===== config.mk =====
export PLATFORM = sky130hd
export DESIGN_NAME = bzr_round
export DESIGN_NICKNAME = d
export VERILOG_FILES = /design/src/bzr_round.sv
export SDC_FILE = /design/constraint.sdc
export NUM_CORES = 1
export LEC_CHECK = 0
export BUFFER_PORTS_ARGS = -buffer_cell sky130_fd_sc_hd__buf_4
export CAP_MARGIN = 5
export CORE_UTILIZATION = 44
export DETAILED_ROUTE_END_ITERATION = 10
export GPL_TIMING_DRIVEN = 1
export PLACE_DENSITY_LB_ADDON = 0.12
export SLEW_MARGIN = 0
export SYNTH_ARGS = -nofsm -noshare
export SYNTH_HDL_FRONTEND = slang
export SYNTH_SLANG_ARGS = --single-unit
export TNS_END_PERCENT = 5

===== constraint.sdc =====
create_clock -name clock -period 4.6 [get_ports clock]
set_input_delay 1.15 -clock clock [delete_from_list [all_inputs] [get_ports clock]]
set_output_delay 1.15 -clock clock [all_outputs]
set_load 0.05 [all_outputs]

===== src/bzr_round.sv =====
// Round to nearest (ties up), drop the fraction and saturate to the output width.
module bzr_round #(
   parameter int IN_W  = 52,
   parameter int SHIFT = 30,
   parameter int OUT_W = 16
) (
   input  logic                    clock,
   input  logic signed [IN_W-1:0]  h_in,
   output logic signed [OUT_W-1:0] res
);

   localparam int Q_W = IN_W - SHIFT;

   logic [IN_W-1:0]          biased;
   logic [Q_W-1:0]           quot;
   logic [Q_W-OUT_W:0]       top_bits;
   logic                     fits;
   logic signed [OUT_W-1:0]  res_in;
   logic signed [OUT_W-1:0]  res_ff;

   assign biased   = h_in + (IN_W'(1) << (SHIFT - 1));
   assign quot     = biased[IN_W-1:SHIFT];
   assign top_bits = quot[Q_W-1:OUT_W-1];
   assign fits     = (&top_bits) | ~(|top_bits);

   always_comb begin
      if (fits) begin
         res_in = quot[OUT_W-1:0];
      end else if (quot[Q_W-1]) begin
         res_in = {1'b1, {(OUT_W-1){1'b0}}};
      end else begin
         res_in = {1'b0, {(OUT_W-1){1'b1}}};
      end
   end

   always_ff @(posedge clock) begin
      res_ff <= res_in;
   end

   assign res = res_ff;

endmodule


# After elaboration in Yosys (flattened, before gate mapping)
# Index checks and enable logic that the tools add are counted.
# word_totals
output_inout_bits,16
in_bits,53
reg_bits,16
wordCells,8
# classes
n_bitwise,2
reduce_logical,2
add_sub_neg,1
n_mux,2
# ops
op,n
52-bit by 31-bit adder with 52-bit output (second input constant),1
16-bit two-way mux,2
7-bit AND reduction,1
7-bit OR reduction,1
1-bit NOT,1
1-bit bitwise OR,1

# Logic depth before layout (Yosys ltp)
# logic_depth
depth_word,5
ltp_mapped,8
mapped_depth_nobuf,7

# Worst setup path before layout
# Ideal clock, no wire load.
# synth_path
path_type,in2reg
startpoint,input h_in[29]
endpoint,"register res_ff[11], in the netlist res[11]"
path_slack_ps,1607
arrival_ps,2878
path_buffers,0
path_stages,6
t_required_ps,4484
setup_time_ps,116
path_cell_list,ha_1 -> nand4_1 -> or4_4 -> o31a_1 -> o41a_1 -> a31o_1
# synth_via
elab_chain_len,5
# synth_rtl
item,line_no,rtl
"start, declared",8,"input logic signed [IN_W-1:0] h_in,"
52-bit by 31-bit adder with 52-bit output (*),21,assign biased = h_in + (IN_W'(1) << (SHIFT - 1));
7-bit OR reduction,24,assign fits = (&top_bits) | ~(|top_bits);
1-bit NOT,24,
1-bit bitwise OR,24,
16-bit two-way mux (*),27,if (fits) begin
via res_in[11],18,logic signed [OUT_W-1:0] res_in;
"end signal, assigned",37,res_ff <= res_in;
"end, declared",19,logic signed [OUT_W-1:0] res_ff;
# The timed path passes the listed nets; every way through them passes the cells marked *.

# Worst setup path after layout
# layout_path
startpoint,input h_in[29]
endpoint,"register res_ff[12], in the netlist res[12]"
# Same word-level chain as after synthesis.

==> impl_metrics.toml <==
[final_layout]
largest_reg_flops = 16
n_antenna_cell = 0
multi_input_area_sq_um = 652
register_area_sq_um = 320
drive_gt1_share_pct = 33.7
area_delta_synth_final_pct = 36.3
layout.nets = 218
fillers = 210

[sta]
setup_viol = 0
hold_viol_final = 0
whs_ns = 1.16
rsz0062_at_grt = "false"
layout_min_cycle_time_ns = 3.04
tightest_slew_ns = 0.545
fin_crit_sh_pct = 66.2
final.setup.tns_ns = 0
maxClockFrequency_mhz = 329
finalMaxSlewViolations = 0
max-slew-margin-rel_pct = 63.6

[drt]
routed_via_density = 5.20
dr_total_vias = 988
drtIter0Drc = 36
avgRoutedWirePerCell_microns = 11.4
postRouteAntennaNets = 0
wirelength_mm = 2.17
drtPass1Iterations = 4
remaining_drc_errors = 0

[synth]
synthArstFlopShare_pct = 0
syn_inst = 120
netlist_area_sq_um = 998
ys.flop_type = "dfxtp_1"
ys_warn_count = 0
ys_ff_latch = 16
yosysUniqueCellTypes = 29
syn_nets = 174
ys_seq_area_share_pct = 32.1
synth_area_per_cell_sq_um = 8.32
synth_edf_count = 0

[clock_tree]
cts_hold_buf = 0
post-cts-setup-buffers = 0
cts_num_sinks = 16
cts_buffers = 3
cts_htree_levels = 1
clock_path_buffers = 2
cts_tree = "yes"
path_clk_slew_ns = 0.09
root_buffer = "clkbuf_4"
cts_resized = 0

[min_path]
worst_hold_path.endpoint = "res[1]$_DFF_P_"
holdPathStages = 3
min_from = "h_in[31]"
min_path_type = "input pin to register"

[critical_path]
crit_type = "input pin to register"
crit_fanout = 14
cp.required_ns = 4.74
critPathArrivalTime_ns = 3.19
crit_path_start_kind = "input pin"
crit_path_end_kind = "register"

[global_route]
antenna_found_initial = 0
grt_max_degree = 15
grt_pass1_vias = 875
grt_pass1_wl_mm = 3.80
track_usage_pct = 20.1
overflow = 0

[outcome]
status = "complete, no violations"

[floorplan]
row_count = 16
coreArea_sq_um = 2040
initial_core_util_pct = 48.9
die_width_microns = 49.6
ioPinCount = 69
die_h_microns = 49.6
die-area_sq_um = 2460

[place]
portBuffers = 39
hpwl_mm = 1.77
place_congestion = 0.857

[power]
powerDensity_nw_per_um2 = 262
ir_worst_vdd_v = 0.000161
total_power_mw = 0.357
leakage_nw = 0.560

[job]
maxCapViolCount = 0
cells by family after synthesis:
| group | synth area share, % |
|---|---|
| fa+ha+maj | 1.25 |
| flops | 32.1 |
| xor+xnor | 14.9 |
| mux | 2.13 |
| compound gates | 15.0 |
| simple gates | 32.0 |
| buf+inv | 2.63 |
through the flow:
| stage | cells | util, % | instance area (sq um) | setup slack (ns) |
|---|---|---|---|---|
| after floorplan | 120 | - | 998 | 1.61 |
| after global placement | 186 | 64.9 | 1330 | 1.30 |
| after detailed placement | 186 | 64.9 | 1330 | 1.27 |
| after CTS | 190 | 66.7 | 1360 | 1.58 |
| after global routing | 190 | 66.7 | 1360 | 1.41 |
| final | 190 | 66.7 | 1360 | 1.56 |
routing by layer:
layer  routed length (microns)  GRT usage (%)  vias up
met5                         0              0        -
met4                        60           11.4        0
met3                       121           2.16        5
met2                       977           30.9       32
met1                      1010           27.0      431
li1                          -              -      520
worst max-delay path: stages:
cell     delay (ns)
buf_4          0.09
ha_1           0.24
nand4_1        0.11
or4_4          0.51
o31a_1         0.35
o31ai_4        0.54
o21ai_1        0.18
synthesized netlist by cell type (2+ instances only):
cell type	count	area share, %
dfxtp_1	16	32
inv_1	5	1.9
nand2_1	16	6.0
nand3_1	21	11
nand4_1	6	3.8
nand4_2	2	2.5
nor2_1	10	3.8
o21ai_1	8	4.0
xnor2_1	9	7.9
xor2_1	8	7.0
report_power, final:
part / total (mW) / switching (mW) / internal [mW]
sequential: 0.151 / 0.00233 / 0.149
clock: 0.0916 / 0.0433 / 0.0483
combinational: 0.114 / 0.0725 / 0.0417
total: 0.357 / 0.118 / 0.239
worst max path at each step:
stage	from	slack, ns	depth (start not counted)	end
after floorplan	h_in[29]	1.61	6	res[11]$_DFF_P_
after global placement	h_in[29]	1.30	7	res[14]$_DFF_P_
after detailed placement	h_in[29]	1.27	7	res[12]$_DFF_P_
after CTS	h_in[29]	1.58	7	res[12]$_DFF_P_
after global routing	h_in[29]	1.41	7	res[12]$_DFF_P_
final	h_in[29]	1.56	7	res[12]$_DFF_P_
cell usage in the layout (no fill, tap or decap), types with 2 or more instances in the layout:
cell,Yosys,routed
buf_4,1,40
clkbuf_4,0,3
dfxtp_1,16,16
inv_1,5,5
nand2_1,16,16
nand3_1,21,21
nand4_1,6,6
nand4_2,2,2
nor2_1,10,10
o21ai_1,8,8
xnor2_1,9,9
xor2_1,8,8
cell type report:
class	count	area share, %
Clock buffer	4	2.67
Sequential cell	16	23.5
Inverter	5	1.38
Multi-Input combinational cell	98	47.9
Timing Repair Buffer	40	22.1
Tap cell	27	2.48
(Power assumes the default switching activity.)
