==> src/bzr_horner.sv <==
// One registered Horner step: acc = prev * t + coef << shift, exact.
module bzr_horner #(
   parameter int IN_W   = 20,
   parameter int COEF_W = 20,
   parameter int T_W    = 11,
   parameter int SHIFT  = 10,
   parameter int OUT_W  = 32
) (
   input  logic                     clock,
   input  logic signed [IN_W-1:0]   h_prev,
   input  logic [T_W-1:0]           t_val,
   input  logic signed [COEF_W-1:0] coef,
   output logic signed [OUT_W-1:0]  h_next
);

   localparam int PROD_W = IN_W + T_W + 1;

   logic signed [PROD_W-1:0] prod;
   logic signed [OUT_W-1:0]  acc_in;
   logic signed [OUT_W-1:0]  acc_ff;

   assign prod   = h_prev * $signed({1'b0, t_val});
   assign acc_in = OUT_W'(prod) + (OUT_W'(coef) <<< SHIFT);

   always_ff @(posedge clock) begin
      acc_ff <= acc_in;
   end

   assign h_next = acc_ff;

endmodule

==> config.mk <==
export PLATFORM = sky130hd
export DESIGN_NAME = bzr_horner
export DESIGN_NICKNAME = d
export VERILOG_FILES = /design/src/bzr_horner.sv
export SDC_FILE = /design/constraint.sdc
export NUM_CORES = 1
export LEC_CHECK = 0
export BUFFER_PORTS_ARGS = -buffer_cell sky130_fd_sc_hd__buf_4
export CAP_MARGIN = 20
export CORE_ASPECT_RATIO = 0.5
export CORE_MARGIN = 10
export CORE_UTILIZATION = 48
export DETAILED_ROUTE_END_ITERATION = 8
export PLACE_DENSITY_LB_ADDON = 0.12
export RECOVER_POWER = 50
export SLEW_MARGIN = 20
export SYNTH_ARGS = -nofsm -noshare
export SYNTH_HDL_FRONTEND = slang
export SYNTH_SLANG_ARGS = --single-unit
==> constraint.sdc <==
create_clock -name clock -period 6.4 [get_ports clock]
set_input_delay 0.32 -clock clock [delete_from_list [all_inputs] [get_ports clock]]
set_output_delay 0.32 -clock clock [all_outputs]
set_load 0.02 [all_outputs]
# After elaboration in Yosys (flattened, before gate mapping)
# Cells that the tools add are included.
dict set report classes {
  n_addsub 1
  multipliers 1
  div 0
  magnitude_cmp 0
  eq_ne 0
  shift 0
  n_mux 0
  n_bitwise 0
  n_reduce_logical 0
}
# cell n
set ops {}
lappend ops {{32-bit by 30-bit adder with 32-bit output} 1}
lappend ops {{20-bit by 12-bit multiplier with 32-bit output} 1}
dict set report totals {
  regBits 32
  latchBits 0
  ramBits 0
  romBits 0
  input_bits 52
  output_inout_bits 32
  elab_cells 3
  mem_count 0
}

# Logic depth before layout (Yosys ltp)
dict set report logic_depth {
  depth_word 2
  mapped_depth 22
  depth_no_buf 19
}

# Worst setup path before layout
# OpenSTA, ideal clock, no wires.
dict set report synth_timing {
  path_type {input-to-reg}
  start {input t_val[7]}
  end {register acc_ff[29] (netlist: h_next[29])}
  setup_time_ps 72
  arrival_ps 5132
  t_required_ps 6328
  path_slack_ps 1196
  stages 19
  n_path_buf 2
  cell_sequence {clkbuf_1 clkbuf_1 nand2_1 fa_1 fa_1 fa_1 inv_1 fa_1 inv_1 fa_1 inv_1 ha_1 o211ai_2 a21oi_2 o2111ai_2 or4_4 a21oi_2 a41o_1 xor2_1}
}
dict set report synth_via {
  elab_chain_cells 2
}
# element line
set synth_lines {}
lappend synth_lines {{from (decl)} 11} ;# input logic [T_W-1:0] t_val,
lappend synth_lines {{20-bit by 12-bit multiplier with 32-bit output} 22} ;# assign prod = h_prev * $signed({1'b0, t_val});
lappend synth_lines {{32-bit by 30-bit adder with 32-bit output} 23} ;# assign acc_in = OUT_W'(prod) + (OUT_W'(coef) <<< SHIFT);
lappend synth_lines {{net acc_in[29]} 19} ;# logic signed [OUT_W-1:0] acc_in;
lappend synth_lines {{to (signal assigned)} 26} ;# acc_ff <= acc_in;
lappend synth_lines {{to (decl)} 20} ;# logic signed [OUT_W-1:0] acc_ff;
# The timed path passes the listed nets, and every way through them passes these cells.

# Worst setup path after layout
dict set report layout_timing {
  start {input t_val[6]}
  end {register acc_ff[24] (netlist: h_next[24])}
}
# Same word-level chain as after synthesis.

==> results.cfg <==
[run_status]
status = finished, final reports clean

[clocking]
clockBufferDepth = 2
htreeDepth = 2
cts_sinks = 32
cts_root_buffer = clkbuf_16
path_clk_slew_ns = 0.06
numCtsBuffers = 5
ctsHoldBuffers = 0
ctsResizeCount = 0
cts_tree = built
postCtsSetupBuffers = 0

[logic_synthesis]
synth_flop_cell = dfxtp_1
synth_compound_area_share_pct = 4.93
seq_area_frac_synth_pct = 6.81
muxShareOfSynthArea_pct = 0
synth_edf_count = 0
synthArstFlopShare_pct = 0
syn_inst = 1062
synth_top_family_by_area = adder cells
synth_nets = 1407
synth-simple-area-share_pct = 14.7
synth_area_sq_mm = 0.00941
yosys.area_share.xor_xnor_pct = 2.79
synth.distinct_cells = 43
yosys_warnings = 0
syn_area_per_cell_sq_um = 8.86
synth_seq_cells = 32
synthAdderAreaFrac_pct = 56.4

[global_route]
grt_pass1_vias = 7508
antenna_found_initial = 0
groute.usage.overall_pct = 17.6
grt_max_degree = 21
overflow = 0
grt_pass1_wl_um = 37000

[worst_setup_path]
crit_required_ns = 6.61
endpoint_kind = flip-flop
path_cells = buf_4, and2_1, fa_1, inv_1, fa_1, inv_1, fa_1, fa_1, inv_1, fa_1, inv_1, ha_1, a21oi_1, o21ai_0, o31ai_1, o21ai_1, o31ai_1, xnor2_1
path_common_cell = fa_1
start_kind = input port
slowest_stage = o31ai_1
slowest_delay_ns = 0.66
worst_ep_arrival_time_ns = 5.49
path_delay_family = adder cells
critical_path.startpoint = t_val[6]
path_buf_inv = 5
path_class = input port to flip-flop
endpoint = h_next[24]$_DFF_P_
crit_fanout = 20
cp.depth = 18

[floorplan]
design.core.area_sq_mm = 0.0194
dieArea_sq_mm = 0.0259
ios = 84
die_w_um = 218
initial_core_util_pct = 48.6
die_y_um = 119
rows = 36

[layout]
largest_reg_flops = 32
drive_gt1_share_pct = 6.15
antenna_cells = 0
syn_to_final_growth_pct = 8.46
final_cell_mix = inv_1 (304), fa_1 (218), nand2_1 (138)
final_common_cell = inv_1
nets = 1450

[route]
drt_iter0_markers = 282
avgViaCountPerCell = 4.88
drt-pass1-iter-count = 5
drc_errors = 0
drtAntennaViolNets = 0
wl_per_cell_um = 15.5
wirelength_um = 21200
dr_total_vias = 6702

[sta]
fin_crit_sh_pct = 82.4
rsz0062_at_grt = no
setup_viol = 0
max_freq_mhz = 190
worstMarginPinSlew_ns = 0.760
fin_setup_tns_ns = 0
slew_headroom_pct = 48.9
final_max_slew_viol_count = 0
hold_viol = 0
fin_crit_ns = 5.27

[placement]
port_buffers = 83
routabilityCongestion = 0.868
hpwlAfterDp_um = 18000

[job]
maxCapViolations = 0

[min_path]
min_path_type = input port to flip-flop
stage by stage:
stage / hold WS [ns] / setup slack [ns] / utilization [%] / cell area (sq um) / cells
2_1_floorplan: 0.447 / 1.20 / - / 9410 / 1062
3_3_place_gp: 0.665 / 0.993 / 52.4 / 10200 / 1364
3_5_place_dp: 0.653 / 0.891 / 52.4 / 10200 / 1364
4_1_cts: 0.361 / 1.17 / 53.3 / 10300 / 1372
5_1_grt: 0.376 / 0.885 / 52.7 / 10200 / 1372
6_report: 0.358 / 1.13 / 52.7 / 10200 / 1372
how the worst min path moves through the flow:
stage | from | to | cells past startpoint
after floorplan | h_prev[0] | h_next[0]$_DFF_P_ | 1
after global placement | h_prev[0] | h_next[0]$_DFF_P_ | 2
after detailed placement | h_prev[0] | h_next[0]$_DFF_P_ | 2
after CTS | h_prev[0] | h_next[0]$_DFF_P_ | 2
after global routing | h_prev[0] | h_next[0]$_DFF_P_ | 2
final | h_prev[0] | h_next[0]$_DFF_P_ | 2
routing by layer:
metal	share of wire, %	global-route usage (%)	vias up
met2	54	33.2	126
met3	4.0	2.60	14
li1	-	-	3121
met1	41	21.4	3441
met4	0.96	1.68	0
met5	0	0	-
area by class of cell:
type / instances / area [sq um]
clock buffers: 6 / 129
clock inverters: 2 / 35.0
repair buffers: 83 / 510
inverters: 304 / 1140
multi-input cells: 679 / 7410
flip-flops and latches: 32 / 641
fillers: 1867 / 9170
well taps: 266 / 333
cells by family after synthesis:
kind of cell,after synthesis
buffers and inverters,351
and+or+nand+nor,284
AOI/OAI and AO/OA,72
DFF,32
xor gates and xnor gates,30
adders and majority gates,293
Yosys cell counts (2+ instances only):
library cell  instances  area [sq um]
o31ai_1               4          30.0
nand3_1               3          15.0
fa_1                218          4360
a31oi_1               3          18.8
and2_1              103           644
dfxtp_1              32           641
a21o_1                3          22.5
a21oi_1              26           130
a211oi_1              4          30.0
nand2b_1              5          31.3
nand2_1             138           518
inv_1               304          1140
a21oi_2               2          17.5
o211ai_1              2          15.0
nor2_1               20          75.1
xor2_1               11          96.3
nor2b_1               2          12.5
o21ai_0              13          65.1
nor3_1                4          20.0
buf_2                 2          10.0
xnor2_1              19           166
nand4_1               3          18.8
o21a_1                4          30.0
ha_1                 75           938
clkbuf_1             43           161
and3_1                2          12.5
Power is left out: the tool's default activity adds up to more than one toggle a clock period on the data nets, which glitch-free logic cannot reach.
