--- src/bzr_pkg.sv ---
// Shared constants and types for the cubic Bezier point evaluator.
package bzr_pkg;

   localparam int STEP_BITS_DEF   = 10;
   localparam int COORD_WIDTH_DEF = 16;
   localparam int CSR_ADDR_W      = 3;

   // coordinate lanes
   localparam int COORD_X = 0;
   localparam int COORD_Y = 1;
   localparam int NUM_COORDS = 2;

   typedef enum logic [CSR_ADDR_W-1:0] {
      CSR_P0_X = 3'd0,
      CSR_P0_Y = 3'd1,
      CSR_P1_X = 3'd2,
      CSR_P1_Y = 3'd3,
      CSR_P2_X = 3'd4,
      CSR_P2_Y = 3'd5,
      CSR_P3_X = 3'd6,
      CSR_P3_Y = 3'd7
   } csr_index_type;

endpackage

--- src/bzr_coef.sv ---
// Control point registers and power-basis coefficient generation.
module bzr_coef #(
   parameter int COORD_WIDTH = bzr_pkg::COORD_WIDTH_DEF,
   parameter int COEF_W      = bzr_pkg::COORD_WIDTH_DEF + 4
) (
   input  logic                          clock,
   input  logic                          reset,
   input  logic                          csr_we,
   input  logic [bzr_pkg::CSR_ADDR_W-1:0] csr_addr,
   input  logic [COORD_WIDTH-1:0]        csr_wdata,
   output logic signed [COEF_W-1:0]      coef_a [bzr_pkg::NUM_COORDS],
   output logic signed [COEF_W-1:0]      coef_b [bzr_pkg::NUM_COORDS],
   output logic signed [COEF_W-1:0]      coef_c [bzr_pkg::NUM_COORDS],
   output logic signed [COEF_W-1:0]      coef_d [bzr_pkg::NUM_COORDS]
);
   import bzr_pkg::*;

   logic signed [COORD_WIDTH-1:0] pt_ff [NUM_COORDS][4];

   always_ff @(posedge clock) begin
      if (reset) begin
         for (int k = 0; k < NUM_COORDS; k++) begin
            for (int i = 0; i < 4; i++) begin
               pt_ff[k][i] <= '0;
            end
         end
      end else if (csr_we) begin
         case (csr_index_type'(csr_addr))
            CSR_P0_X: pt_ff[COORD_X][0] <= csr_wdata;
            CSR_P0_Y: pt_ff[COORD_Y][0] <= csr_wdata;
            CSR_P1_X: pt_ff[COORD_X][1] <= csr_wdata;
            CSR_P1_Y: pt_ff[COORD_Y][1] <= csr_wdata;
            CSR_P2_X: pt_ff[COORD_X][2] <= csr_wdata;
            CSR_P2_Y: pt_ff[COORD_Y][2] <= csr_wdata;
            CSR_P3_X: pt_ff[COORD_X][3] <= csr_wdata;
            CSR_P3_Y: pt_ff[COORD_Y][3] <= csr_wdata;
            default: ;
         endcase
      end
   end

   for (genvar k = 0; k < NUM_COORDS; k++) begin : g_coord
      logic signed [COEF_W-1:0] p0, p1, p2, p3;
      logic signed [COEF_W-1:0] d12, s012, d01;
      logic signed [COEF_W-1:0] a_in, b_in, c_in;
      logic signed [COEF_W-1:0] a_ff, b_ff, c_ff, d_ff;

      assign p0 = COEF_W'(pt_ff[k][0]);
      assign p1 = COEF_W'(pt_ff[k][1]);
      assign p2 = COEF_W'(pt_ff[k][2]);
      assign p3 = COEF_W'(pt_ff[k][3]);

      // a = P3 - P0 + 3(P1 - P2), b = 3(P0 - 2P1 + P2), c = 3(P1 - P0)
      assign d12  = p1 - p2;
      assign s012 = p0 - (p1 <<< 1) + p2;
      assign d01  = p1 - p0;
      assign a_in = p3 - p0 + (d12 <<< 1) + d12;
      assign b_in = (s012 <<< 1) + s012;
      assign c_in = (d01 <<< 1) + d01;

      always_ff @(posedge clock) begin
         if (reset) begin
            a_ff <= '0;
            b_ff <= '0;
            c_ff <= '0;
            d_ff <= '0;
         end else begin
            a_ff <= a_in;
            b_ff <= b_in;
            c_ff <= c_in;
            d_ff <= p0;
         end
      end

      assign coef_a[k] = a_ff;
      assign coef_b[k] = b_ff;
      assign coef_c[k] = c_ff;
      assign coef_d[k] = d_ff;
   end

endmodule

--- config.mk ---
export PLATFORM = sky130hd
export DESIGN_NAME = bzr_coef
export DESIGN_NICKNAME = d
export VERILOG_FILES = /design/src/bzr_pkg.sv /design/src/bzr_coef.sv
export SDC_FILE = /design/constraint.sdc
export NUM_CORES = 1
export LEC_CHECK = 0
export ABC_AREA = 1
export BUFFER_PORTS_ARGS = -buffer_cell sky130_fd_sc_hd__buf_2
export CAP_MARGIN = 20
export CORE_MARGIN = 2
export CORE_UTILIZATION = 60
export DETAILED_ROUTE_END_ITERATION = 8
export GPL_TIMING_DRIVEN = 0
export PLACE_DENSITY = 0.87
export SLEW_MARGIN = 15
export SYNTH_ARGS = -nofsm -noshare
export SYNTH_HDL_FRONTEND = slang
export SYNTH_SLANG_ARGS = --single-unit
export TNS_END_PERCENT = 10
--- constraint.sdc ---
create_clock -name clock -period 6.3 [get_ports clock]
set_input_delay 0.945 -clock clock [delete_from_list [all_inputs] [get_ports clock]]
set_output_delay 0.945 -clock clock [all_outputs]
set_load 0.03 [all_outputs]
# == Word level (Yosys, flattened, before mapping) ==
# Memories as Yosys holds them, arrays and structs flattened.
# Cells that the tools add are included.
# totals
reg_bits,152
ram_bits,128
inputBits,22
output_inout_bits,160
elab_cells,85
mem_count,1
# classes
add_sub_neg,18
eq_ne,7
mux,42
bitwise_logic,8
reduce_logical,1
# memory_table
memory,depth,width,read_ports,rd_ports_with_merged_regs,write_ports,line_no,text
pt_ff,2,64,2,0,2,bzr_coef.sv:18,logic signed [COORD_WIDTH-1:0] pt_ff [NUM_COORDS][4];
# ops
operator,count
$mux W16,8
$sub A16 B16 Y17,6
$add A19 B17 Y20,2
$add A20 B19 Y20,2
$add A17 B18 Y19,2
$add A18 B16 Y19,2
$add A18 B17 Y19,2
$sub A16 B17 Y18,2
$mux W1,34
$eq A3 B3 Y1 const B,4
$or A1 B1 Y1,8
$eq A3 B2 Y1 const B,2
$eq A3 B1 Y1 const B,1
$logic_not A3 Y1,1

# == Depth between registers and ports, before layout ==
# depth
ltp_word,6
ltp_mapped,29
ltp_nobuf,29

# == Worst setup path after synthesis ==
# No wires, ideal clock.
# synth_path
kind,reg-to-reg
startpoint,memory pt_ff[1][32] in the netlist's numbering
endpoint,register g_coord[1].a_ff[19]
setup_time_ns,0.115
arrival_ns,3.668
t_required_ns,6.185
slack_ns,2.518
stages_incl_launch_ff,23
n_path_buf,0
synth_period_minus_slack_ns,3.782
cell_sequence,dfxtp_1 -> inv_1 -> ha_1 -> fa_1 -> inv_1 -> a21oi_1 -> o21bai_2 -> nand2_1 -> nand3_1 -> nand2_1 -> fa_1 -> inv_1 -> fa_1 -> inv_1 -> ha_1 -> nand2_1 -> inv_1 -> a21oi_1 -> nor2_1 -> nor2_1 -> nand3_1 -> nand2_1 -> nor2_1
# synth_rtl
element,line_no,text
from (decl),bzr_coef.sv:18,
to (signal assigned),bzr_coef.sv:68,a_ff <= a_in;
to (decl),bzr_coef.sv:46,"logic signed [COEF_W-1:0] a_ff, b_ff, c_ff, d_ff;"

==> impl_metrics.tcl <==
set metrics [dict create \
    p_sw_mw 6.02 \
    synth_seq_area_share 0.294 \
    crit_path_start_kind "flip-flop" \
    slew_violations 0 \
    vias 20782 \
    die-area_um2 38600 \
    synthFlopType "dfxtp_1" \
    antenna_found_initial 3 \
    cts-htree-levels 1 \
    power_frac_comb 0.645 \
    synth.most_common_cell "nand2_1" \
    drc 0 \
    start_util 0.608 \
    max_freq_ghz 0.226 \
    p_int_mw 5.85 \
    place_congestion 1.03 \
    crit_fanout 5 \
    ys_ff_latch 278 \
    place_area_um2 23700 \
    cts_root_buf "clkbuf_16" \
    numCtsBuffers 31 \
    die_height_um 196 \
    hold_path_depth 2 \
    area_growth_pct 11.6 \
    firstDrtPassIters 7 \
    core_um2 36500 \
    postCtsHoldBufs 0 \
    relSlewSlack 0.392 \
    cts_tree "built" \
    crit_type "reg -> reg" \
    cp.required_ps 6790 \
    nets 3586 \
    power.density_nw_per_um2 479 \
    finalSetupViolCount 0 \
    tns_ps 0 \
    synth_nets 3371 \
    post-cts-setup-buffer-count 0 \
    status "completed" \
    min_period_ps 4420 \
    design_area_um2 24800 \
    min_from "pt_ff[1][22]" \
    finalHoldViolCount 0 \
    port_buffers 181 \
    totalWireLength_um 64100 \
    drt_iter0_markers 1836 \
    grt_max_degree 17 \
    r2r_cells 18 \
    cellLeakagePower_nw 13.3 \
    setup_ws_ps 1880 \
    swShare 0.507 \
    end_kind "flip-flop" \
    cap_violations 0 \
    rows 70 \
    r2r_setup_slack_ps 1880 \
    endpoint "g_coord[0].a_ff[19]" \
    hpwl_um 51100 \
    cp.arrival_ps 4910 \
    yosysWarnings 0 \
    globalRouteTotalUtil 0.335 \
    tightestPinTransition_ps 913 \
    grt_pass1_wl_um 103000 \
    gr-total-overflow 0 \
    synthDistinctLibCells 46 \
    total_power_mw 11.9 \
    clk_latency_ps 600 \
    clockBufferDepth 3 \
    fin_skew_ps 25.7 \
    post_cts.resized_instances 0 \
    grt_pass1_vias 20380 \
    peakVddDrop_v 0.000345 \
    ys_top_cells_by_count "nand2_1, inv_1, nor2_1" \
    ys_top_cells_by_area "dfxtp_1, edfxtp_1, ha_1, nand2_1, inv_1" \
    via_per_inst 5.56 \
    fin_crit_sh 0.702 \
    drive_gt1_frac 0.0937 \
    rsz0062_at_grt "false" \
    clk_pin_slew_worst_paths_ps 60 \
    synth_edf_count 96 \
    num_io_pins 182 \
    r2r-end "g_coord[0].a_ff[19]" \
    drt-wirelength-per-cell_um 17.2 \
    synth-async-reset-ratio 0 \
    hp-class "reg -> reg" \
    synthesis.area_um2 22200 \
    avgSynthCellArea_um2 7.33 \
    netlist_instances 3027 \
    clockPowerShare 0.157 \
    antenna_left 0 \
    crit_path_start "pt_ff[0][33]" \
    die_w_um 196 \
    pwr-share-seq 0.198 \
    preCtsSetupSlack_ps 1980 \
    r2r-start "pt_ff[0][33]" \
    yosysTopAreaCell "dfxtp_1" \
    yosysTopAreaCellShare 0.164 \
    clock_sinks 278 \
]
[cells by family (layout without fill, tap and decap cells)]
kind of cell | Yosys count | count (layout) | share of synthesized area
buffers and inverters | 597 | 837 | 0.104
other | 0 | 3 | 0
and+or+nand+nor | 1297 | 1297 | 0.240
adders and majority gates | 322 | 322 | 0.216
DFF | 278 | 278 | 0.294
xor gates and xnor gates | 74 | 74 | 0.0292
AOI/OAI and AO/OA | 459 | 459 | 0.117
[worst min path at each step]
| stage | to | slack, ps |
|---|---|---|
| floorplan | pt_ff[1][26] | 490 |
| global placement | pt_ff[1][22] | 510 |
| detailed placement | pt_ff[1][22] | 520 |
| CTS | pt_ff[1][22] | 530 |
| global route | pt_ff[1][18] | 540 |
| finish | pt_ff[1][22] | 530 |
[flip-flops by register name (all words and copies together), names as in the netlist]
name,cells
pt_ff,128
g_coord.a_ff,40
g_coord.b_ff,40
g_coord.c_ff,38
g_coord.d_ff,32
[per-stage QoR]
| step | util | hold slack (ps) | instances |
|---|---|---|---|
| 2_1_floorplan | - | 486 | 3027 |
| 3_3_place_gp | 0.649 | 513 | 3676 |
| 3_5_place_dp | 0.649 | 518 | 3677 |
| 4_1_cts | 0.678 | 528 | 3735 |
| 5_1_grt | 0.678 | 540 | 3737 |
| 6_report | 0.678 | 526 | 3738 |
[worst max-delay path, stage by stage, from the launching register on]
cell and delay [ps]:
edfxtp_1 620, inv_1 130, fa_1 500, inv_1 100
a21oi_1 100, o21bai_2 230, xor2_1 320, ha_1 330
xor2_1 190, fa_1 480, inv_1 40, ha_1 360
nand2_1 120, nor2_1 160, nand3_1 90, nand3_1 190
nand2_1 120, a21oi_1 160, nor2_1 70
[layout by cell type, fill, tap and decap left out, drive strengths merged, types with 102 or more instances in the layout]
cell type and count:
nor2 390, nand2 656, inv 562, a21oi 251, buf 214, fa 102
o21ai 105, nand3 184, dfxtp 182, ha 220
[power groups by stage]
stage	sequential (mW)	combinational (mW)	clock [mW]
2_1_floorplan	2.98	5.15	0
3_5_place_dp	2.38	7.48	0
4_1_cts	2.35	7.56	1.87
6_report	2.35	7.66	1.87
3_3_place_gp	2.37	7.28	0
5_1_grt	2.38	8.67	1.95
[routing by layer]
layer,part of all wire,GRT usage,vias to the layer above
met1,0.40,0.411,9558
li1,-,-,10100
met4,0.066,0.189,2
met2,0.45,0.557,887
met5,0.00020,0,-
met3,0.085,0.0625,235
[final cells by class]
| class | count | area [µm²] |
|---|---|---|
| multi-input cells | 2152 | 13400 |
| flip-flops and latches | 278 | 6530 |
| plain buffers | 41 | 216 |
| clock buffers | 36 | 835 |
| inverters | 556 | 2090 |
| well taps | 468 | 586 |
| repair buffers | 182 | 917 |
| fillers | 3081 | 11700 |
| clock inverters | 22 | 216 |
| diodes | 3 | 7.51 |
Note: power is estimated with default switching activity, not from simulation.
